$ cat src/hdl/mid_root_step.sv
// One digit step of the restoring integer square root, registered.
// Standalone; chained by the top level, one instance per result bit.
`default_nettype none

module mid_root_step #(
    parameter int WIDTH = 52,
    parameter int SHIFT = 50
) (
    input  wire              clk,
    input  wire              en,
    input  wire [WIDTH-1:0]  rem_in,
    input  wire [WIDTH-1:0]  res_in,
    output logic [WIDTH-1:0] rem_out,
    output logic [WIDTH-1:0] res_out
);
    localparam logic [WIDTH-1:0] BIT = {{(WIDTH-1){1'b0}}, 1'b1} << SHIFT;

    logic [WIDTH-1:0] trial;
    logic             take;
    logic [WIDTH-1:0] rem_reg;
    logic [WIDTH-1:0] rem_next;
    logic [WIDTH-1:0] res_reg;
    logic [WIDTH-1:0] res_next;

    always_comb
    begin
        trial    = res_in + BIT;
        take     = (rem_in >= trial);
        rem_next = take ? (rem_in - trial) : rem_in;
        res_next = take ? ((res_in >> 1) + BIT) : (res_in >> 1);
    end

    always_ff @(posedge clk)
    begin
        if (en)
        begin
            rem_reg <= rem_next;
            res_reg <= res_next;
        end
    end

    assign rem_out = rem_reg;
    assign res_out = res_reg;

endmodule

`default_nettype wire

$ cat config.mk
export PLATFORM = sky130hd
export DESIGN_NAME = mid_root_step
export DESIGN_NICKNAME = d
export VERILOG_FILES = /design/src/hdl/mid_root_step.sv
export SDC_FILE = /design/constraint.sdc
export NUM_CORES = 1
export LEC_CHECK = 0
export ABC_AREA = 1
export CAP_MARGIN = 40
export CORE_ASPECT_RATIO = 1.1
export CORE_MARGIN = 3
export CORE_UTILIZATION = 35
export CTS_CLUSTER_SIZE = 16
export DETAILED_ROUTE_END_ITERATION = 16
export DONT_BUFFER_PORTS = 1
export PLACE_DENSITY = 0.59
export SETUP_SLACK_MARGIN = 0.02
export SYNTH_ARGS = -nofsm -noshare
export SYNTH_HDL_FRONTEND = slang
export SYNTH_SLANG_ARGS = --single-unit
$ cat constraint.sdc
create_clock -name clk -period 2.9 [get_ports clk]
set_input_delay 0.145 -clock clk [delete_from_list [all_inputs] [get_ports clk]]
set_output_delay 0.145 -clock clk [all_outputs]
set_load 0.01 [all_outputs]
==> metrics.cfg <==
[status]
outcome = complete, but fails checks
violations = hold timing

[job]
cap_violations = 0

[global_route]
met2_usage = 0.3357
track_usage = 0.2053
met3_usage = 0.03674
grt_overflow_total = 0
grt_max_degree = 105
grt_use_met1 = 0.2783
grt_busiest_layer = met2
antenna_found_initial = 0
grt_pass1_vias = 7813
grt_pass1_wl_microns = 43220

[synthesis]
synth_nets = 1467
syn_avg_cell_area_sq_um = 6.744
netlist_area_sq_um = 8821
synth-seq-cells = 104
synth_ff_type = edfxtp_1
synth.largest_area_cell = edfxtp_1
ys_seq_area_frac = 0.3540
yosysWarnings = 0
synth_top_area_frac = 0.3540
postSynthCellCount = 1308
async_flop_share = 0
yosys-top-cells-area = edfxtp_1, nand2_1, inv_1
synth_edf_count = 104
ys_types = 37

[timing]
fmax_mhz = 464.5
fin_crit_sh = 0.7423
setup_viol = 0
slew_headroom = 0.7433
rsz0062_at_grt = no
fin_hold_ws_ns = -0.09271
hold_viol = 104
slew_viol_final = 0
fin_tns_setup_ns = 0
period_minus_slack_ns = 2.153
worst_slew_pin_slew_ns = 0.3851

[placed_design]
place_hpwl_microns = 22740
gp_congestion = 0.9220
numPlacedInstances = 1610
port_buffers = 0

[cts]
postCtsSetupRepairBufs = 0
cts.sinks = 104
cts_buffer_depth = 2
cts_tree = yes
cts_resized = 0
cts_buffers = 9
hold_buffers = 51
clk_root_buffer_cell = clkbuf_16
cts.htree.levels = 3
path_clk_slew_ns = 0.07

[floorplanning]
initial_core_util = 0.3582
core-area_sq_um = 24620
die-area_sq_um = 27150
die_h_microns = 172.5
chipWidth_microns = 157.4
io-pin-count = 210
rows = 60

[setup_path]
critPathRequiredTime_ns = 3.14
endpoint_kind = register
critical_path_peak_fanout = 31
start_kind = primary input
crit_type = primary input to register
arrival_ns = 2.39

[power]
switching_share = 0.3520
power_frac_seq = 0.456
pwr-share-clk = 0.253
combinationalPowerShare = 0.290
power.internal_uw = 2923
switching_power_uw = 1587
powerDensity_nw_per_um2 = 453.7
leakagePower_uw = 0.005285
ir_drop_mv = 0.2003
total_power_uw = 4510

[cells_and_area]
area_delta_synth_final_pct = 12.69
layout.cells.non_filler = 1677
drive_gt1_frac = 0.05413
final_nets = 1521
ff_latch_area_sq_um = 3123
multiInputGateArea_sq_um = 4373
fillCellCount = 2650
final_core_util = 0.4037
antenna_cells = 0

[route]
wl_per_cell_microns = 16.78
routed_wl_microns = 28140
post_drt_via_cell_ratio = 4.719
drc_errors = 0
vias = 7913
dr.pass1.iters = 6
ant_nets = 0
drt_iter0_markers = 520

[min_path]
hold_depth = 0
min_path_type = primary input to register
hp-start = en
whs_endpoint = res_out[31]

[worst max-delay path, cell delays in order]
cell      delay, ns
inv_1          0.04
ha_1           0.22
fa_1           0.45
nor2_1         0.16
or2_1          0.19
nand3_1        0.15
nand3b_2       0.17
nand2_2        0.09
nand3_4        0.29
buf_12         0.23
nand3_1        0.15
nand2_1        0.09
[per-stage QoR]
stage | worst slack, ns | hold slack (ns) | instance area, sq um
after CTS | 0.7284 | -0.1110 | 9941
after detailed placement | 0.3514 | 0.2439 | 9166
after floorplan | 0.8382 | 0.2439 | 8821
final | 0.7472 | -0.09271 | 9941
after global placement | 0.3356 | 0.2440 | 9166
after global routing | 0.5583 | -0.1097 | 9941
[power by group through the flow]
stage | clock [uW] | combinational, uW | sequential [uW]
2_1_floorplan | 0 | 945 | 2060
3_5_place_dp | 0 | 1250 | 2090
4_1_cts | 1170 | 1310 | 2060
3_3_place_gp | 0 | 1250 | 2100
6_report | 1140 | 1310 | 2060
5_1_grt | 1220 | 1480 | 2080
[cells in the mapped netlist, types with 5 or more instances]
cell type and instances:
o21ai_1 18, a21oi_1 28, clkbuf_1 5, nand3_1 56, inv_2 19, nor3_1 5
nand4_1 34, edfxtp_1 104, nor2_2 10, nand2_1 496, xor2_1 27, buf_6 6
o21ai_2 10, nand2_2 6, ha_1 52, inv_1 303, nand3b_1 14, nor2_1 82
o21ai_0 5
[sequential cells by signal (all words and copies together), names as in the netlist]
signal   cells
rem_out     52
res_out     52
[layout by cell type (no fill, tap or decap), types with 27 or more instances in the layout]
master	synthesis	final
nand2_1	496	496
a21oi_1	28	28
xor2_1	27	27
inv_1	303	303
ha_1	52	52
nand3_1	56	56
edfxtp_1	104	104
nor2_1	82	82
dlygate4sd3_1	0	51
nand4_1	34	34
[metal layers]
metal / routed length, microns / share of wire
met1: 12960 / 0.46
met2: 13070 / 0.46
met3: 1570 / 0.056
met4: 545 / 0.019
met5: 0 / 0
[layout make-up]
type / count / area share
Clock buffer: 9 / 0.02266
Tap cell: 310 / 0.03902
Multi-Input combinational cell: 867 / 0.4399
Clock inverter: 7 / 0.003902
Sequential cell: 104 / 0.3142
Inverter: 323 / 0.1220
Timing Repair Buffer: 57 / 0.05840
[logic make-up after synthesis]
group | Yosys count | share of synthesized area
AOI/OAI and AO/OA | 69 | 0.04681
adders and majority gates | 53 | 0.07603
and+or+nand+nor | 716 | 0.3441
DFF | 104 | 0.3540
xor gates and xnor gates | 29 | 0.02880
buffers and inverters | 337 | 0.1502
[worst max-delay path by stage]
stage	startpoint	slack, ns	endpoint	cells past startpoint
after CTS	rem_in[0]	0.73	rem_out[47]	12
final	rem_in[0]	0.75	rem_out[47]	12
after global routing	rem_in[0]	0.56	rem_out[47]	12
after floorplan	rem_in[0]	0.84	rem_out[12]	11
after global placement	res_in[47]	0.34	rem_out[47]	13
after detailed placement	rem_in[0]	0.35	rem_out[47]	12
No activity file was read; power rests on OpenSTA's default activity.
