### src/hdl/mid_pkg.sv
// Shared types and constants for the minimum image distance core.
// No dependencies; imported by the lane and top-level modules.
`default_nettype none

package mid_pkg;

    localparam int COORD_BITS_DEF = 24;
    localparam int PERIODIC_BITS  = 3;
    localparam int CFG_INDEX_BITS = 2;

    typedef enum logic [CFG_INDEX_BITS-1:0] {
        REG_BOX_X    = 2'd0,
        REG_BOX_Y    = 2'd1,
        REG_BOX_Z    = 2'd2,
        REG_PERIODIC = 2'd3
    } cfg_reg_t;

    // per-stage advance strobes of one axis lane
    typedef struct packed {
        logic diff;
        logic wrap;
        logic square;
    } lane_en_t;

endpackage

`default_nettype wire

### src/hdl/mid_axis_lane.sv
// One axis lane: absolute difference, minimum image wrap, square.
// Three register stages; depends on mid_pkg.
`default_nettype none

module mid_axis_lane #(
    parameter int COORD_BITS = mid_pkg::COORD_BITS_DEF
) (
    input  wire                      clk,
    input  wire mid_pkg::lane_en_t   en,
    input  wire [COORD_BITS-1:0]     first,
    input  wire [COORD_BITS-1:0]     second,
    input  wire [COORD_BITS-1:0]     box_len,
    input  wire                      periodic,
    output logic [2*COORD_BITS-1:0]  square
);
    import mid_pkg::*;

    localparam int SQ_BITS = 2 * COORD_BITS;

    logic [COORD_BITS-1:0] diff_reg;
    logic [COORD_BITS-1:0] diff_next;
    logic [COORD_BITS-1:0] len_reg;
    logic [COORD_BITS-1:0] len_next;
    logic [COORD_BITS-1:0] wrap;
    logic [SQ_BITS-1:0]    len_ext;
    logic [SQ_BITS-1:0]    square_reg;
    logic [SQ_BITS-1:0]    square_next;

    always_comb
    begin
        diff_next = (second >= first) ? (second - first) : (first - second);
        wrap      = (box_len >= diff_reg) ? (box_len - diff_reg) : (diff_reg - box_len);
        len_next  = (periodic && (wrap < diff_reg)) ? wrap : diff_reg;
        len_ext     = {{COORD_BITS{1'b0}}, len_reg};
        square_next = len_ext * len_ext;
    end

    always_ff @(posedge clk)
    begin
        if (en.diff)
        begin
            diff_reg <= diff_next;
        end
        if (en.wrap)
        begin
            len_reg <= len_next;
        end
        if (en.square)
        begin
            square_reg <= square_next;
        end
    end

    assign square = square_reg;

endmodule

`default_nettype wire

### config.mk
export PLATFORM = sky130hd
export DESIGN_NAME = mid_axis_lane
export DESIGN_NICKNAME = d
export VERILOG_FILES = /design/src/hdl/mid_pkg.sv /design/src/hdl/mid_axis_lane.sv
export SDC_FILE = /design/constraint.sdc
export NUM_CORES = 1
export LEC_CHECK = 0
export BUFFER_PORTS_ARGS = -buffer_cell sky130_fd_sc_hd__buf_2
export CORE_ASPECT_RATIO = 0.5
export CORE_MARGIN = 1
export CORE_UTILIZATION = 50
export CTS_BUF_LIST = sky130_fd_sc_hd__clkbuf_2
export CTS_CLUSTER_DIAMETER = 30
export DETAILED_ROUTE_END_ITERATION = 8
export MAX_ROUTING_LAYER = met4
export PLACE_DENSITY = 0.78
export SLEW_MARGIN = 20
export SYNTH_ARGS = -nofsm -noshare
export SYNTH_HDL_FRONTEND = slang
export SYNTH_SLANG_ARGS = --single-unit
### constraint.sdc
create_clock -name clk -period 13.42 [get_ports clk]
set_input_delay 2.684 -clock clk [delete_from_list [all_inputs] [get_ports clk]]
set_output_delay 2.684 -clock clk [all_outputs]
set_load 0.005 [all_outputs]
==> results of run 1 <==
[cell families after synthesis]
kind of cell | share of synthesized area (%)
compound gates | 11.1
xor+xnor | 3.41
fa+ha+maj | 49.1
buf+inv | 12.4
flops | 11.5
mux | 1.91
other cells | 0.0151
simple gates | 10.6
[final cells by class]
class | count | area (um^2)
Tap cell | 649 | 812
Fill cell | 4364 | 22500
Sequential cell | 95 | 2850
Inverter | 721 | 2710
Timing Repair Buffer | 149 | 811
Multi-Input combinational cell | 1845 | 18900
Clock inverter | 4 | 46.3
Antenna cell | 7 | 17.5
Clock buffer | 11 | 55.1
[worst max path at each step]
stage / start / to / slack (ns)
global placement: len_reg[19]$_DFFE_PP_ / square[47]$_DFFE_PP_ / 5.94
floorplan: box_len[0] / len_reg[11]$_DFFE_PP_ / 6.34
global route: len_reg[2]$_DFFE_PP_ / square[41]$_DFFE_PP_ / 5.33
finish: len_reg[5]$_DFFE_PP_ / square[46]$_DFFE_PP_ / 5.68
detailed placement: len_reg[14]$_DFFE_PP_ / square[41]$_DFFE_PP_ / 5.80
CTS: len_reg[2]$_DFFE_PP_ / square[41]$_DFFE_PP_ / 5.73
[metrics by stage]
step / worst slack (ns) / utilization [%] / hold WS (ns)
after CTS: 5.73 / 53.8 / 0.703
after floorplan: 6.34 / - / 0.512
after global placement: 5.94 / 53.6 / 0.655
after global routing: 5.33 / 53.8 / 0.756
after detailed placement: 5.80 / 53.6 / 0.651
final: 5.68 / 53.8 / 0.741
[synthesized netlist by cell type (all sizes together), types with 4 or more instances]
cell	number	area, um^2
a2111oi	4	35.0
a221oi	4	41.3
o22ai	4	25.0
clkbuf	83	312
nor2	74	278
nor3	30	150
inv	721	2710
mux2	28	315
o21a	13	97.6
o41ai	5	62.6
o21bai	16	120
a21oi	143	716
nor2b	17	114
a211o	4	35.0
xnor2	58	508
ha	294	3680
and2	122	763
a211oi	16	120
mux2i	16	160
a21o	47	353
nand2b	7	43.8
fa	426	8530
xor2	39	342
a31o	5	43.8
o21ai	96	488
nand2	229	860
a31oi	16	100
buf	12	65.1
edfxtp	95	2850
o211ai	15	113
nand3	17	85.1
nand4	25	156
a21boi	6	45.1
and3	8	50.1
or3	4	25.0
o31ai	9	67.6
[per-layer routing]
metal	vias to the layer above	GRT usage (%)	part of all wire (%)
met1	9248	31.2	42
met4	0	7.37	2.9
met2	605	41.2	49
li1	8752	-	-
met3	111	3.23	6.3
met5	-	-	0
[critical path, delay by kind of cell (launching register included)]
kind | cells | cell delay, ns
simple gates | 3 | 0.56
fa+ha+maj | 8 | 3.87
compound gates | 6 | 1.86
buf+inv | 7 | 0.66
xor+xnor | 1 | 0.10
flops | 1 | 0.40
==> results.toml, run 1 <==
[yosys]
synthDistinctLibCells = 74
postSynthCellCount = 2756
synth.cell_area_um2 = 24900
syn-mean-instance-area_um2 = 9.03
ys_warn_count = 0
synth-seq-area-share_pct = 11.5
synth_edf_count = 95
synth-async-reset-ratio_pct = 0
synth.net_count = 3553
dominantRegCellSynth = "edfxtp_1"
synth-seq-cells = 95

[sta]
final_min_period_over_clock_period_pct = 57.7
finalHoldViolations = 0
max_slew_margin_pct = 30.9
setup_repair_after_global_routing_missed_its_margin = "false"
fmax_ghz = 0.129
finalSetupViolCount = 0
finClkSkew_ns = 0.0800
worst_slew_pin_slew_ns = 1.04
report.final.slew_viol_count = 0
timing.final.crit_period_ns = 7.74
fin_tns_setup_ns = 0

[cts]
post-cts-setup-buffer-count = 0
clk_pin_slew_ns = 0.33
h-tree-depth = 3
postCtsResizedCells = 0
worst_skew_pair.late_latency_ns = 0.80
cts-root-buf = "clkbuf_2"
clockBufferDepth = 2
cts_tree = "done"
cts_sinks = 95
tritoncts.num_buffers = 9
cts_hold_buf = 0

[die]
floorplan.die.height_um = 160
initial_core_util_pct = 51.0
pin_count = 125
dieArea_um2 = 50700
die_width_um = 317
placeableCoreArea_um2 = 48800
placement_rows = 57

[worst_setup_path]
kind_of_critical_path = "flip-flop to flip-flop"
startpoint_type_of_the_worst_setup_path = "flip-flop"
maximum_fanout_encountered_on_the_critical_timing_path = 25
critical_path_required_ns = 13.97
critical_path.max_stage_delay_ns = 0.52
worst-r2r-setup-slack_ns = 5.68
ff2ff_path_depth = 25
worstPathArrival_ns = 8.29
crit_slowest_cell = "fa_1"
end_kind = "flip-flop"
timing.rr.start = "len_reg[5]$_DFFE_PP_"
reg2reg_to = "square[46]$_DFFE_PP_"
cp_common_cell = "fa_1"

[route]
routed_wirelength_um = 58900
count_of_vias_placed_by_the_detailed_router = 18700
drtPass1Iterations = 7
drtIter0Drc = 1096
wire_per_inst_um = 16.9
vias_per_cell = 5.38
post-route-drc-count = 0
antenna_left = 0

[min_path]
holdPathEnd = "len_reg[5]$_DFFE_PP_"
holdPathStages = 1
tightest_hold_check_type = "flip-flop to flip-flop"
hold_path_startpoint = "diff_reg[5]$_DFFE_PP_"

[global_routing]
grt_pass1_wl_um = 97100
grt_max_degree = 48
vias_in_the_first_global_route = 19400
antenna_violations_before_repair = 4
gr-usage-all-layers_pct = 24.6
global_route.overflow_total = 0

[cells_and_area]
syn_to_final_growth_pct = 5.50
layoutNonFillerInstCount = 3481
largest_reg_flops = 47
layout-drive-gt1-share_pct = 7.19
design_area_um2 = 26200
mostFrequentLayoutCell = "inv_1"
layout_common_cells = "721 x inv_1, 426 x fa_1, 294 x ha_1, 228 x nand2_1, 143 x a21oi_1"
design.final.nets = 3618

[placed_design]
dpl.cell_count = 3459
dp_hpwl_um = 48700
gpl.final_weighted_congestion = 0.937
port_buffers = 123
placed_area_um2 = 26100

[outcome]
status = "completed"

[job]
cap_violations = 0
Power of run 1 is not shown: default switching activity piles up to over one toggle a cycle in this logic, so the estimate is an artifact.
==> run 2: changes to the inputs <==
--- a/config.mk
+++ b/config.mk
@@ -5,6 +5,7 @@
 export SDC_FILE = /design/constraint.sdc
 export NUM_CORES = 1
 export LEC_CHECK = 0
+export ABC_AREA = 1
 export BUFFER_PORTS_ARGS = -buffer_cell sky130_fd_sc_hd__buf_2
 export CORE_ASPECT_RATIO = 0.5
 export CORE_MARGIN = 1
@@ -13,7 +14,7 @@
 export CTS_CLUSTER_DIAMETER = 30
 export DETAILED_ROUTE_END_ITERATION = 8
 export MAX_ROUTING_LAYER = met4
-export PLACE_DENSITY = 0.78
+export PLACE_DENSITY = 0.81
 export SLEW_MARGIN = 20
 export SYNTH_ARGS = -nofsm -noshare
 export SYNTH_HDL_FRONTEND = slang
==> constraint.sdc (replaced) <==
create_clock -name clk -period 6.8 [get_ports clk]
set_input_delay 1.36 -clock clk [delete_from_list [all_inputs] [get_ports clk]]
set_output_delay 1.36 -clock clk [all_outputs]
set_load 0.005 [all_outputs]
==> results.toml, run 2 <==
[cells_and_area]
syn_to_final_growth_pct = 7.49
largest_reg_flops = 47
fillerInstances = 4984
design.final.nets = 4722
layout_common_cells = "1084 x nand2_1, 1070 x inv_1, 426 x fa_1, 294 x ha_1, 170 x nor2_1"
layout-drive-gt1-share_pct = 6.54
mostFrequentLayoutCell = "nand2_1"

[worst_setup_path]
kind_of_critical_path = "flip-flop to flip-flop"
crit_slowest_cell = "edfxtp_1"
critical_path.max_stage_delay_ns = 0.63
worst-path-buf-inv = 8
ff2ff_path_depth = 25
critical_path_required_ns = 7.27
startpoint_type_of_the_worst_setup_path = "flip-flop"
end_kind = "flip-flop"
worst-path-stages = 25
path_delay_family = "adder cells"
worstPathArrival_ns = 7.03
cp_common_cell = "inv_1"
maximum_fanout_encountered_on_the_critical_timing_path = 4

[sta]
final_min_period_over_clock_period_pct = 96.5
finalSetupViolCount = 0
timing.final.ws_setup_ns = 0.241
report.final.slew_viol_count = 0
finalHoldViolations = 0
max_slew_margin_pct = 35.8
timing.final.crit_period_ns = 6.56
worst_slew_pin_slew_ns = 0.962
finClkSkew_ns = 0.0766
setup_repair_after_global_routing_missed_its_margin = "true"
fmax_ghz = 0.152

[cts]
cts_tree = "done"
cts_hold_buf = 0
tritoncts.num_buffers = 9
h-tree-depth = 3
cts-root-buf = "clkbuf_2"
clockBufferDepth = 2
clk_pin_slew_ns = 0.30
cts_sinks = 95
worst_skew_pair.late_latency_ns = 0.73

[global_routing]
antenna_violations_before_repair = 2
vias_in_the_first_global_route = 24500
global_route.overflow_total = 0
grt_max_degree = 48
gr-usage-all-layers_pct = 29.1
grt_pass1_wl_um = 125000

[yosys]
postSynthCellCount = 3796
dominantRegCellSynth = "edfxtp_1"
synth_edf_count = 95
synthDistinctLibCells = 42
synth-async-reset-ratio_pct = 0
synth-seq-cells = 95
ys_warn_count = 0
synthTopCellsByArea = "fa_1 31%, nand2_1 15%, inv_1 15%, ha_1 13%, edfxtp_1 10%"
synthMostInstantiatedCell = "nand2_1"
netlist.top_cell.by_area = "fa_1"
synth.net_count = 4593
synth.cell_area_um2 = 27600
area_share_of_the_largest_cell_type_after_synthesis_pct = 30.9
synth-seq-area-share_pct = 10.3
synth.top_cells.by_count = "1084 x nand2_1, 1070 x inv_1, 426 x fa_1, 294 x ha_1, 173 x nor2_1"
syn-mean-instance-area_um2 = 7.27

[route]
count_of_vias_placed_by_the_detailed_router = 24000
wire_per_inst_um = 16.5
drtIter0Drc = 2008
drtPass1Iterations = 6
vias_per_cell = 5.13
antenna_left = 0
routed_wirelength_um = 77100
post-route-drc-count = 0

[placed_design]
gpl.final_weighted_congestion = 1.01
dp_hpwl_um = 65500
port_buffers = 123
worst_case_setup_slack_after_placement_ns = 0.0156

[job]
cap_violations = 0

[min_path]
tightest_hold_check_type = "flip-flop to flip-flop"
holdPathStages = 2

[die]
floorplan.die.height_um = 168
pin_count = 125
initial_core_util_pct = 51.0
placeableCoreArea_um2 = 54100
placement_rows = 60
dieArea_um2 = 56200
die_width_um = 334

[outcome]
status = "completed"
-- run 2: final cells by class --
| type | instances | area [um^2] | area share (%) |
|---|---|---|---|
| Tap cell | 744 | 931 | 3.14 |
| Clock inverter | 5 | 38.8 | 0.131 |
| Timing Repair Buffer | 198 | 1410 | 4.74 |
| Inverter | 1075 | 4040 | 13.6 |
| Antenna cell | 1 | 2.50 | 0.00844 |
| Clock buffer | 11 | 55.1 | 0.186 |
| Sequential cell | 95 | 2850 | 9.62 |
| Multi-Input combinational cell | 2546 | 20300 | 68.6 |
-- run 2: worst min-delay path, stage by stage, from the launching register on --
cell      delay [ns]
edfxtp_1        0.45
nand2_1         0.07
nand2_1         0.06
-- run 2: worst paths after layout --
kind | from | end | slack [ns]
worst min register to register | diff_reg[23]$_DFFE_PP_ | len_reg[23]$_DFFE_PP_ | 0.65
worst max-delay path | len_reg[14]$_DFFE_PP_ | square[43]$_DFFE_PP_ | 0.24
worst min-delay path | diff_reg[23]$_DFFE_PP_ | len_reg[23]$_DFFE_PP_ | 0.65
worst max register to register | len_reg[14]$_DFFE_PP_ | square[43]$_DFFE_PP_ | 0.24
-- run 2: what timing repair did --
| action | in CTS | in global routing |
|---|---|---|
| setup endpoints to repair | 1 | 27 |
| buffers inserted | 2 | 15 |
| gates resized for setup | 0 | 8 |
-- run 2: cells by family after synthesis --
group                    count (synthesis)  synth area share (%)
AO/OA/AOI/OAI                          270                  5.22
XOR/XNOR                                90                  2.86
buffers and inverters                 1155                  16.0
other                                    1                0.0136
flip-flops                              95                  10.3
adder cells (fa/ha/maj)                720                  44.2
AND/OR/NAND/NOR                       1465                  21.3
-- run 2: per-layer routing --
| metal | wire length [um] | GRT usage (%) | up-vias |
|---|---|---|---|
| li1 | - | - | 11400 |
| met1 | 31500 | 37.1 | 11500 |
| met2 | 36900 | 48.4 | 985 |
| met3 | 6220 | 3.85 | 147 |
| met4 | 2450 | 8.72 | 0 |
| met5 | 0 | - | - |
-- run 2: through the flow --
step                cell area [um^2]  hold WS, ns  TNS (ns)  instances  utilization (%)
floorplan                      27600        0.520         0       3796                -
global placement               29300        0.607         0       4641             54.2
detailed placement             29300        0.604         0       4641             54.2
CTS                            29500        0.626         0       4659             54.4
global route                   29700        0.668   -0.0370       4675             54.8
finish                         29700        0.646         0       4675             54.8
Power of run 2 is left out for the same reason.
