File: config.mk
export PLATFORM = sky130hd
export DESIGN_NAME = mid_merge
export DESIGN_NICKNAME = d
export VERILOG_FILES = /design/src/hdl/mid_pkg.sv /design/src/hdl/mid_merge.sv
export SDC_FILE = /design/constraint.sdc
export NUM_CORES = 1
export LEC_CHECK = 0
export BUFFER_PORTS_ARGS = -buffer_cell sky130_fd_sc_hd__buf_2
export CORE_MARGIN = 8
export CORE_UTILIZATION = 51
export DETAILED_ROUTE_END_ITERATION = 8
export PLACE_DENSITY = 0.82
export SYNTH_ARGS = -nofsm -noshare
export SYNTH_HDL_FRONTEND = slang
export SYNTH_SLANG_ARGS = --single-unit
File: constraint.sdc
create_clock -name clk -period 3.9 [get_ports clk]
set_input_delay 0 -clock clk [delete_from_list [all_inputs] [get_ports clk]]
set_output_delay 0 -clock clk [all_outputs]
set_load 0.05 [all_outputs]
File: src/hdl/mid_pkg.sv
// Shared types and constants for the minimum image distance core.
// No dependencies; imported by the lane and top-level modules.
`default_nettype none

package mid_pkg;

    localparam int COORD_BITS_DEF = 24;
    localparam int PERIODIC_BITS  = 3;
    localparam int CFG_INDEX_BITS = 2;

    typedef enum logic [CFG_INDEX_BITS-1:0] {
        REG_BOX_X    = 2'd0,
        REG_BOX_Y    = 2'd1,
        REG_BOX_Z    = 2'd2,
        REG_PERIODIC = 2'd3
    } cfg_reg_t;

    // per-stage advance strobes of one axis lane
    typedef struct packed {
        logic diff;
        logic wrap;
        logic square;
    } lane_en_t;

endpackage

`default_nettype wire

File: src/hdl/mid_merge.sv
// Merge stage: adds the three lane squares into one registered sum.
// Depends on mid_pkg for the default coordinate width.
`default_nettype none

module mid_merge #(
    parameter int COORD_BITS = mid_pkg::COORD_BITS_DEF
) (
    input  wire                        clk,
    input  wire                        en,
    input  wire [2*COORD_BITS-1:0]     square_x,
    input  wire [2*COORD_BITS-1:0]     square_y,
    input  wire [2*COORD_BITS-1:0]     square_z,
    output logic [2*COORD_BITS+3:0]    sum
);
    localparam int SUM_BITS = 2 * COORD_BITS + 4;

    logic [SUM_BITS-1:0] sum_reg;
    logic [SUM_BITS-1:0] sum_next;

    always_comb
    begin
        sum_next = {4'b0, square_x} + {4'b0, square_y} + {4'b0, square_z};
    end

    always_ff @(posedge clk)
    begin
        if (en)
        begin
            sum_reg <= sum_next;
        end
    end

    assign sum = sum_reg;

endmodule

`default_nettype wire

==> impl_metrics.ini, run 1 <==
[critical_path]
crit_type = in2reg
crit_chain = buf_2 -> fa_1 -> ha_1 -> and2_1 -> a41oi_1 -> a21boi_0 -> a21oi_1 -> o311ai_2 -> o21ai_0 -> o31ai_1 -> a31oi_1 -> xnor2_1
worstSetupStartpoint = square_x[5]
end_kind = flop
required_ns = 3.96
cp-start-kind = primary input
crit_path_end = sum[40]
arrival_ns = 3.36
cp_slowest_stage_delay_ns = 0.51
cp_max_fo = 5
critical-path-slowest-cell = o31ai_1

[placement]
pre_cts_slack_ns = 0.255
hpwl_um = 12300
gp_congestion = 0.880
portBuffers = 195

[synth]
synth_cell_type_count = 59
synth-edff-count = 50
yosys.area_share.simple_pct = 11.1
synth_warnings = 0
synth-compound-area-share_pct = 20.7
synth_top_family_by_area = adder cells
synthArstFlopShare_pct = 0
synthesis.area_mm2 = 0.00528
syn_area_per_cell_um2 = 10.4
yosysSeqAreaShare_pct = 28.4
synth_mux_area_share_pct = 0.379
synth_fa_ha_area_share_pct = 29.7
synthXorXnorAreaFrac_pct = 6.97
synthFlopType = edfxtp_1
ys_seq_elements = 50
syn_inst = 508

[sta]
finalCriticalPeriod_ns = 3.31
setup_viol = 0
fmax_ghz = 0.302
worst_slack_ns = 0.594
slew_headroom_pct = 24.6
fin_tns_setup_ns = 0
drv_slew = 0
rsz0062_at_grt = no
finalHoldViolCount = 0
worstMarginPinSlew_ns = 1.13
period_share_pct = 84.8

[clock_network]
tritoncts = yes
cts_buffers = 5
cts_max_path_buffers = 2
htreeDepth = 2
clkSinkCount = 50
cts_setup_buffers = 0
cts.hold.buffers_added = 0
cts_resized = 0
clockRootBuffer = clkbuf_8
clk_pin_slew_worst_paths_ns = 0.10

[power_and_ir_drop]
pwr-share-seq_pct = 27.2
p_sw_uw = 1620
p_leak_uw = 0.00286
power_density_mw_per_mm2 = 501
switching_share_pct = 50.1
peakVddDrop_v = 0.000231
internal_power_uw = 1610
pwr-share-clk_pct = 9.6
pwr-share-comb_pct = 63.1

[grt]
grt_pass1_vias = 4931
grt_pass1_wl_um = 23500
grt_usage_pct = 20.0
antenna_found_initial = 0
grt_max_degree = 51
grt.overflow.total = 0

[detailed_routing]
routed_via_density = 5.66
drt-initial-drc-count = 242
routed_wl_um = 14200
post_drt_wl_per_cell_um = 17.2
vias = 4683
ant_nets = 0
firstDrtPassIters = 5
drc = 0

[final_layout]
final_common_cell = buf_2
largest_reg_flops = 50
n_fill_cell = 890
area_growth_pct = 21.9
drive_gt1_share_pct = 30.6
nets = 933
most-common-layout-cells = 195 x buf_2, 53 x a21oi_1, 50 x edfxtp_1
antenna_cells = 0
utilization_pct = 63.2

[die]
die_h_um = 118
ios = 198
start_util_pct = 51.8
die_w_um = 118
fp.coreArea_mm2 = 0.0102
fp.dieArea_mm2 = 0.0139
rows = 37

[run_status]
status = complete, no violations

[job]
cap_viol_max_count = 0

[min_path]
hp-class = in2reg
worstHoldStart = square_z[0]
[cells in the mapped netlist, drive strengths merged (3+ instances only)]
| cell | number | share of area [%] |
|---|---|---|
| o21ai | 31 | 3.0 |
| buf | 3 | 0.38 |
| a21oi | 53 | 5.0 |
| a211oi | 5 | 0.81 |
| o21bai | 8 | 1.1 |
| nand3 | 6 | 0.57 |
| fa | 49 | 19 |
| xor2 | 15 | 2.5 |
| nor3 | 5 | 0.47 |
| o31a | 4 | 0.66 |
| a21boi | 6 | 0.85 |
| edfxtp | 50 | 28 |
| a41oi | 5 | 1.3 |
| o31ai | 3 | 0.43 |
| nand2b | 4 | 0.47 |
| o21a | 6 | 0.85 |
| and3 | 3 | 0.36 |
| and2 | 4 | 0.47 |
| xnor2 | 27 | 4.5 |
| clkbuf | 17 | 1.2 |
| a31oi | 4 | 0.47 |
| nand4 | 15 | 1.8 |
| nor2 | 26 | 1.8 |
| a211o | 5 | 0.83 |
| a21o | 16 | 2.3 |
| ha | 47 | 11 |
| nand2 | 42 | 3.0 |
| inv | 15 | 1.1 |
[worst max-delay path, delay by kind of cell]
kind | cells | cell delay, ns
and+or+nand+nor | 1 | 0.18
buffers and inverters | 1 | 0.11
xor gates and xnor gates | 1 | 0.15
adders and majority gates | 2 | 0.87
AOI/OAI and AO/OA | 7 | 2.06
[final cells by class]
cell class / instances / area [um^2] / share of cell area (%)
timing repair buffer: 195 / 976 / 15.2
inverter: 15 / 56.3 / 0.875
tap: 136 / 170 / 2.64
sequential: 50 / 1500 / 23.3
multi-input combinational: 424 / 3640 / 56.6
clock inverter: 3 / 21.3 / 0.330
clock buffer: 5 / 68.8 / 1.07
[logic make-up after synthesis]
| kind of cell | count (synthesis) |
|---|---|
| AO/OA/AOI/OAI | 163 |
| XOR/XNOR | 42 |
| adder cells (fa/ha/maj) | 96 |
| buffers and inverters | 35 |
| flip-flops | 50 |
| multiplexers | 2 |
| other | 1 |
| AND/OR/NAND/NOR | 119 |
[worst min path at each step]
stage | slack [ns] | endpoint | cells past startpoint
2_1_floorplan | 0.11 | sum[0] | 0
3_3_place_gp | 0.46 | sum[1] | 3
3_5_place_dp | 0.50 | sum[1] | 3
4_1_cts | 0.17 | sum[0] | 4
5_1_grt | 0.18 | sum[1] | 3
6_report | 0.18 | sum[0] | 4
[power groups by stage]
stage | combinational (uW) | clock [uW] | sequential (uW)
2_1_floorplan | 951 | 0 | 1450
3_3_place_gp | 2010 | 0 | 886
3_5_place_dp | 2030 | 0 | 893
4_1_cts | 2040 | 317 | 880
5_1_grt | 2200 | 340 | 893
6_report | 2040 | 311 | 878
[stage by stage]
step	std cells	hold WS [ns]	cell area, um^2	total power, uW
detailed placement	820	0.495	6350	2920
floorplan	509	0.112	5280	2400
global placement	820	0.464	6350	2890
global route	828	0.177	6440	3430
CTS	828	0.173	6440	3230
finish	828	0.177	6440	3230
[per-layer routing]
metal	part of all wire, %	routed length [um]	up-vias	global-route usage (%)
met3	5.7	815	17	3.50
met4	1.8	252	0	5.68
met2	51	7230	192	35.9
met5	0	0	-	0
met1	42	5930	2230	23.9
li1	-	-	2244	-
(Power assumes the default switching activity.)
==> inputs of run 2 (changes only) <==
Settings changed: ABC_AREA set to 1, CORE_UTILIZATION 51 to 54, PLACE_DENSITY 0.82 to 0.83.
Clock period 3.9 ns to 3.32 ns, I/O delays scaled along.
==> run 2 against run 1 <==
Die area increased by 18%. Flip-flop and latch count unchanged. Sequential power up 14%. First-iteration DRC count grew 100%. Critical path depth increased by 2. Synthesized cell count up 99%. Sequential share of layout area fell by 4.9 points.
==> impl_metrics.ini, run 2 <==
[sta]
whs_ns = 0.183
rsz0062_at_grt = no
setup_viol = 0
slew_headroom_pct = 51.6
finalCriticalPeriod_ns = 2.20
drv_slew = 0
fin_tns_setup_ns = 0
worstMarginPinSlew_ns = 0.726
period_share_pct = 66.2
finalHoldViolCount = 0
fmax_ghz = 0.455

[final_layout]
most-common-layout-cells = 404 x nand2_1, 214 x inv_1, 195 x buf_2
instances_no_fill = 1386
nets = 1455
drive_gt1_share_pct = 21.5
final_common_cell = nand2_1
antenna_cells = 0
multi_input_area_mm2 = 0.00443
area_growth_pct = 20.1
n_fill_cell = 1195
largest_reg_flops = 50
seq_area_mm2 = 0.00150

[synth]
synthesis.area_mm2 = 0.00677
ys_top_cells_by_area = nand2_1 22%, edfxtp_1 22%, fa_1 14%, inv_1 12%, ha_1 8.7%
ys_seq_elements = 50
synthArstFlopShare_pct = 0
synth_warnings = 0
syn_area_per_cell_um2 = 6.70
syn_inst = 1010
synth_top_area_share_pct = 22.4
yosys-top-cells-count = 404 x nand2_1, 214 x inv_1, 65 x nor2_1
synthFlopType = edfxtp_1
yosysMostFrequentCell = nand2_1
yosysSeqAreaShare_pct = 22.2
synth.largest_area_cell = nand2_1
synth_cell_type_count = 27
synth-edff-count = 50

[clock_network]
cts.hold.buffers_added = 0
cts_resized = 0
clk_pin_slew_worst_paths_ns = 0.08
htreeDepth = 2
cts_buffers = 5
clockRootBuffer = clkbuf_16
clkSinkCount = 50
tritoncts = yes
cts_max_path_buffers = 2
cts_setup_buffers = 0

[die]
fp.coreArea_mm2 = 0.0124
die_w_um = 128
rows = 41
fp.dieArea_mm2 = 0.0164
start_util_pct = 54.5
die_h_um = 128
ios = 198

[critical_path]
crit_type = in2reg
cp-start-kind = primary input
required_ns = 3.39
arrival_ns = 2.27
cp_max_fo = 4
end_kind = flop

[run_status]
status = complete, no violations

[placement]
portBuffers = 195
gp_congestion = 0.918
dpl.cell_count = 1378
hpwl_um = 18100

[grt]
grt_max_degree = 32
grt_pass1_vias = 6900
grt_usage_pct = 25.0
antenna_found_initial = 0
grt.overflow.total = 0
grt_pass1_wl_um = 32400

[detailed_routing]
ant_nets = 0
routed_via_density = 4.89
vias = 6778
drt-initial-drc-count = 492
routed_wl_um = 20500
drc = 0
firstDrtPassIters = 5
post_drt_wl_per_cell_um = 14.8

[min_path]
worstHoldStart = square_z[1]
hold_depth = 3
hp-class = in2reg
worstHoldEndpoint = sum[1]

[job]
cap_viol_max_count = 0

[power_and_ir_drop]
p_leak_uw = 0.00462
power_uw = 4340
power_density_mw_per_mm2 = 534
peakVddDrop_v = 0.000351
[run 2: changes by cell type in the layout (fill, tap and decap cells not counted), moves of 7 or more]
cell | previous run | this run
nand2_2 | 0 | 13
a21o_1 | 16 | 1
o21ai_0 | 29 | 0
nor2_2 | 0 | 26
a21oi_1 | 53 | 28
xnor2_1 | 27 | 0
nand2_1 | 42 | 404
xor2_1 | 15 | 25
nand3_1 | 6 | 40
inv_1 | 15 | 214
nor2_1 | 26 | 65
inv_2 | 0 | 7
[run 2: layout make-up]
class | count | area share (%)
Clock buffer | 6 | 1.58
Timing Repair Buffer | 197 | 12.2
Multi-Input combinational cell | 738 | 54.5
Clock inverter | 2 | 0.462
Sequential cell | 50 | 18.5
Inverter | 221 | 10.2
Tap cell | 172 | 2.65
[run 2: critical path, cell delays in order]
cell and delay, ns:
buf_2 0.11, fa_1 0.48, ha_1 0.27, fa_1 0.45, nand2_1 0.13, nand2_1 0.08, nand3_1 0.08, nand2_1 0.14
nand2_1 0.13, nand3_2 0.11, nand2_1 0.12, nand2_1 0.06, nand2_1 0.06, nand2_1 0.04
[run 2: worst max-delay path by stage]
stage           startpoint       to  slack [ns]
5_1_grt        square_x[1]  sum[47]        0.96
2_1_floorplan  square_x[1]  sum[47]        1.23
3_3_place_gp   square_x[1]  sum[49]        0.85
3_5_place_dp   square_x[1]  sum[49]        0.85
6_report       square_x[1]  sum[39]        1.12
4_1_cts        square_x[1]  sum[49]        1.14
[run 2: where the power goes]
part           switching, uW  internal (uW)
Clock                    256            357
Combinational           1960            772
Sequential              51.4            948
[run 2: logic make-up after synthesis]
family / share of synthesized area, %
simple gates: 35.9
xor+xnor: 3.23
compound gates: 2.98
flops: 22.2
fa+ha+maj: 23.2
other cells: 0.0554
buf+inv: 12.5
[run 2: stage by stage]
stage	setup WS, ns	area [um^2]	utilization, %
after floorplan	1.23	6770	-
after global placement	0.847	7970	64.2
after detailed placement	0.850	7970	64.2
after CTS	1.14	8130	65.5
after global routing	0.963	8130	65.5
final	1.12	8130	65.5
[run 2: layer usage]
metal	GRT usage, %	up-vias	share of wire [%]
li1	-	3444	-
met1	30.3	3058	42
met2	43.7	247	48
met3	4.49	29	7.2
met4	8.67	0	2.5
met5	0	-	0
==> inputs of run 3 (changes only) <==
Settings changed: CORE_UTILIZATION 54 to 49, PLACE_DENSITY 0.83 to 0.79.
Clock period 3.32 ns to 1.9 ns, I/O delays scaled along.
==> run 3 against run 2 <==
The run now ends with negative setup slack left. Clock power up 73%. First-iteration DRC count is 48% higher. Global-route usage up 1.1 points. Sequential share of layout area down 4.1 points. Largest cell class unchanged.
==> impl_metrics.ini, run 3 (synthesis results as in run 2) <==
[run_status]
status = finished, violations left
violations = negative setup slack

[final_layout]
nets = 1574
drive_gt1_share_pct = 46.2
most-common-layout-cells = 301 x nand2_1, 200 x inv_1, 194 x buf_2
multi_input_area_mm2 = 0.00581
design_area_mm2 = 0.0105
seq_area_mm2 = 0.00150
antenna_cells = 0
n_fill_cell = 978
area_growth_pct = 54.4
final_common_cell = nand2_1
largest_reg_flops = 50

[sta]
rsz0062_at_grt = yes
period_share_pct = 102
finalHoldViolCount = 0
drv_slew = 0
fmax_ghz = 0.517
slew_headroom_pct = 66.7
whs_ns = 0.199
fin_tns_setup_ns = -0.119
setup_viol = 6
finalCriticalPeriod_ns = 1.94
worst_slack_ns = -0.0361
worstMarginPinSlew_ns = 0.500

[detailed_routing]
routed_via_density = 5.08
drt-initial-drc-count = 728
drc = 0
post_drt_wl_per_cell_um = 17.1
ant_nets = 0
firstDrtPassIters = 8
routed_wl_um = 25900
vias = 7682

[clock_network]
htreeDepth = 2
tritoncts = yes
clkSinkCount = 50
clockRootBuffer = clkbuf_16
cts_buffers = 5
cts_max_path_buffers = 2
clk_pin_slew_worst_paths_ns = 0.08

[critical_path]
path_buf_inv = 1
required_ns = 1.94
crit_type = in2reg
crit_chain = buf_6 -> fa_1 -> ha_2 -> fa_2 -> nand2_2 -> nand2_2 -> nand3_2 -> nand2_4 -> nand2_4 -> nand2_4 -> nand2_4 -> nand3_2 -> nand2_2 -> nand2_2
arrival_ns = 1.97
end_kind = flop
crit_family = adder cells
critical-path-slowest-cell = fa_1
cp_slowest_stage_delay_ns = 0.49
cp_max_fo = 3
cp-start-kind = primary input

[die]
die_h_um = 134
ios = 198
fp.coreArea_mm2 = 0.0137
rows = 43
die_w_um = 134
start_util_pct = 49.5
fp.dieArea_mm2 = 0.0178

[placement]
placed_area_mm2 = 0.00881
portBuffers = 195
hpwl_um = 19500
gp_congestion = 0.922

[grt]
grt_pass1_wl_um = 37500
grt_pass1_vias = 7639
grt_max_degree = 21
grt_usage_pct = 26.2
grt.overflow.total = 0
antenna_found_initial = 0

[power_and_ir_drop]
p_leak_uw = 0.00545
power_density_mw_per_mm2 = 925
peakVddDrop_v = 0.000621
power_uw = 9670

[min_path]
hp-class = in2reg

[job]
cap_viol_max_count = 0
## run 3: timing repair
| action | 4_1_cts | 5_1_grt |
|---|---|---|
| setup buffers | 5 | 8 |
| hold buffers | 0 | 0 |
| gates cloned | 0 | 0 |
| gates resized for setup | 92 | 210 |
| setup endpoints to repair | 23 | 36 |
| pin swaps | 16 | 85 |
| hold endpoints to repair | 0 | 0 |
## run 3: cell type report
type / count / share of cell area, %
clock buffer: 5 / 1.20
clock inverter: 2 / 0.323
sequential: 50 / 14.4
tap: 180 / 2.15
inverter: 221 / 7.93
multi-input combinational: 738 / 55.6
timing repair buffer: 316 / 18.5
## run 3: path summary, 6_finish.rpt
path	from	cells past startpoint	slack (ns)	to
max	square_z[1]	14	-0.04	sum[47]
min	en	1	0.20	sum[4]
## run 3: layer usage
layer	up-vias	wire, um	part of all wire, %	global-route usage [%]
met5	-	0	0	0
met4	0	977	3.8	9.11
met3	77	1670	6.5	4.22
met2	378	13000	50	45.6
met1	3541	10300	40	31.9
li1	3686	-	-	-
## run 3: power by group
part	switching (uW)	leakage, uW	total (uW)	internal, uW
sequential	88.1	0.000488	1740	1660
combinational	4290	0.00488	6860	2570
clock	449	0.0000773	1060	612
total	4830	0.00545	9670	4840
## run 3: metrics by stage
step	instances	utilization (%)	worst slack, ns
final	1512	76.5	-0.0361
after CTS	1505	69.7	-0.0428
after detailed placement	1493	64.4	-0.490
after floorplan	1011	-	-0.0685
after global routing	1512	76.5	-0.132
after global placement	1493	64.4	-0.443
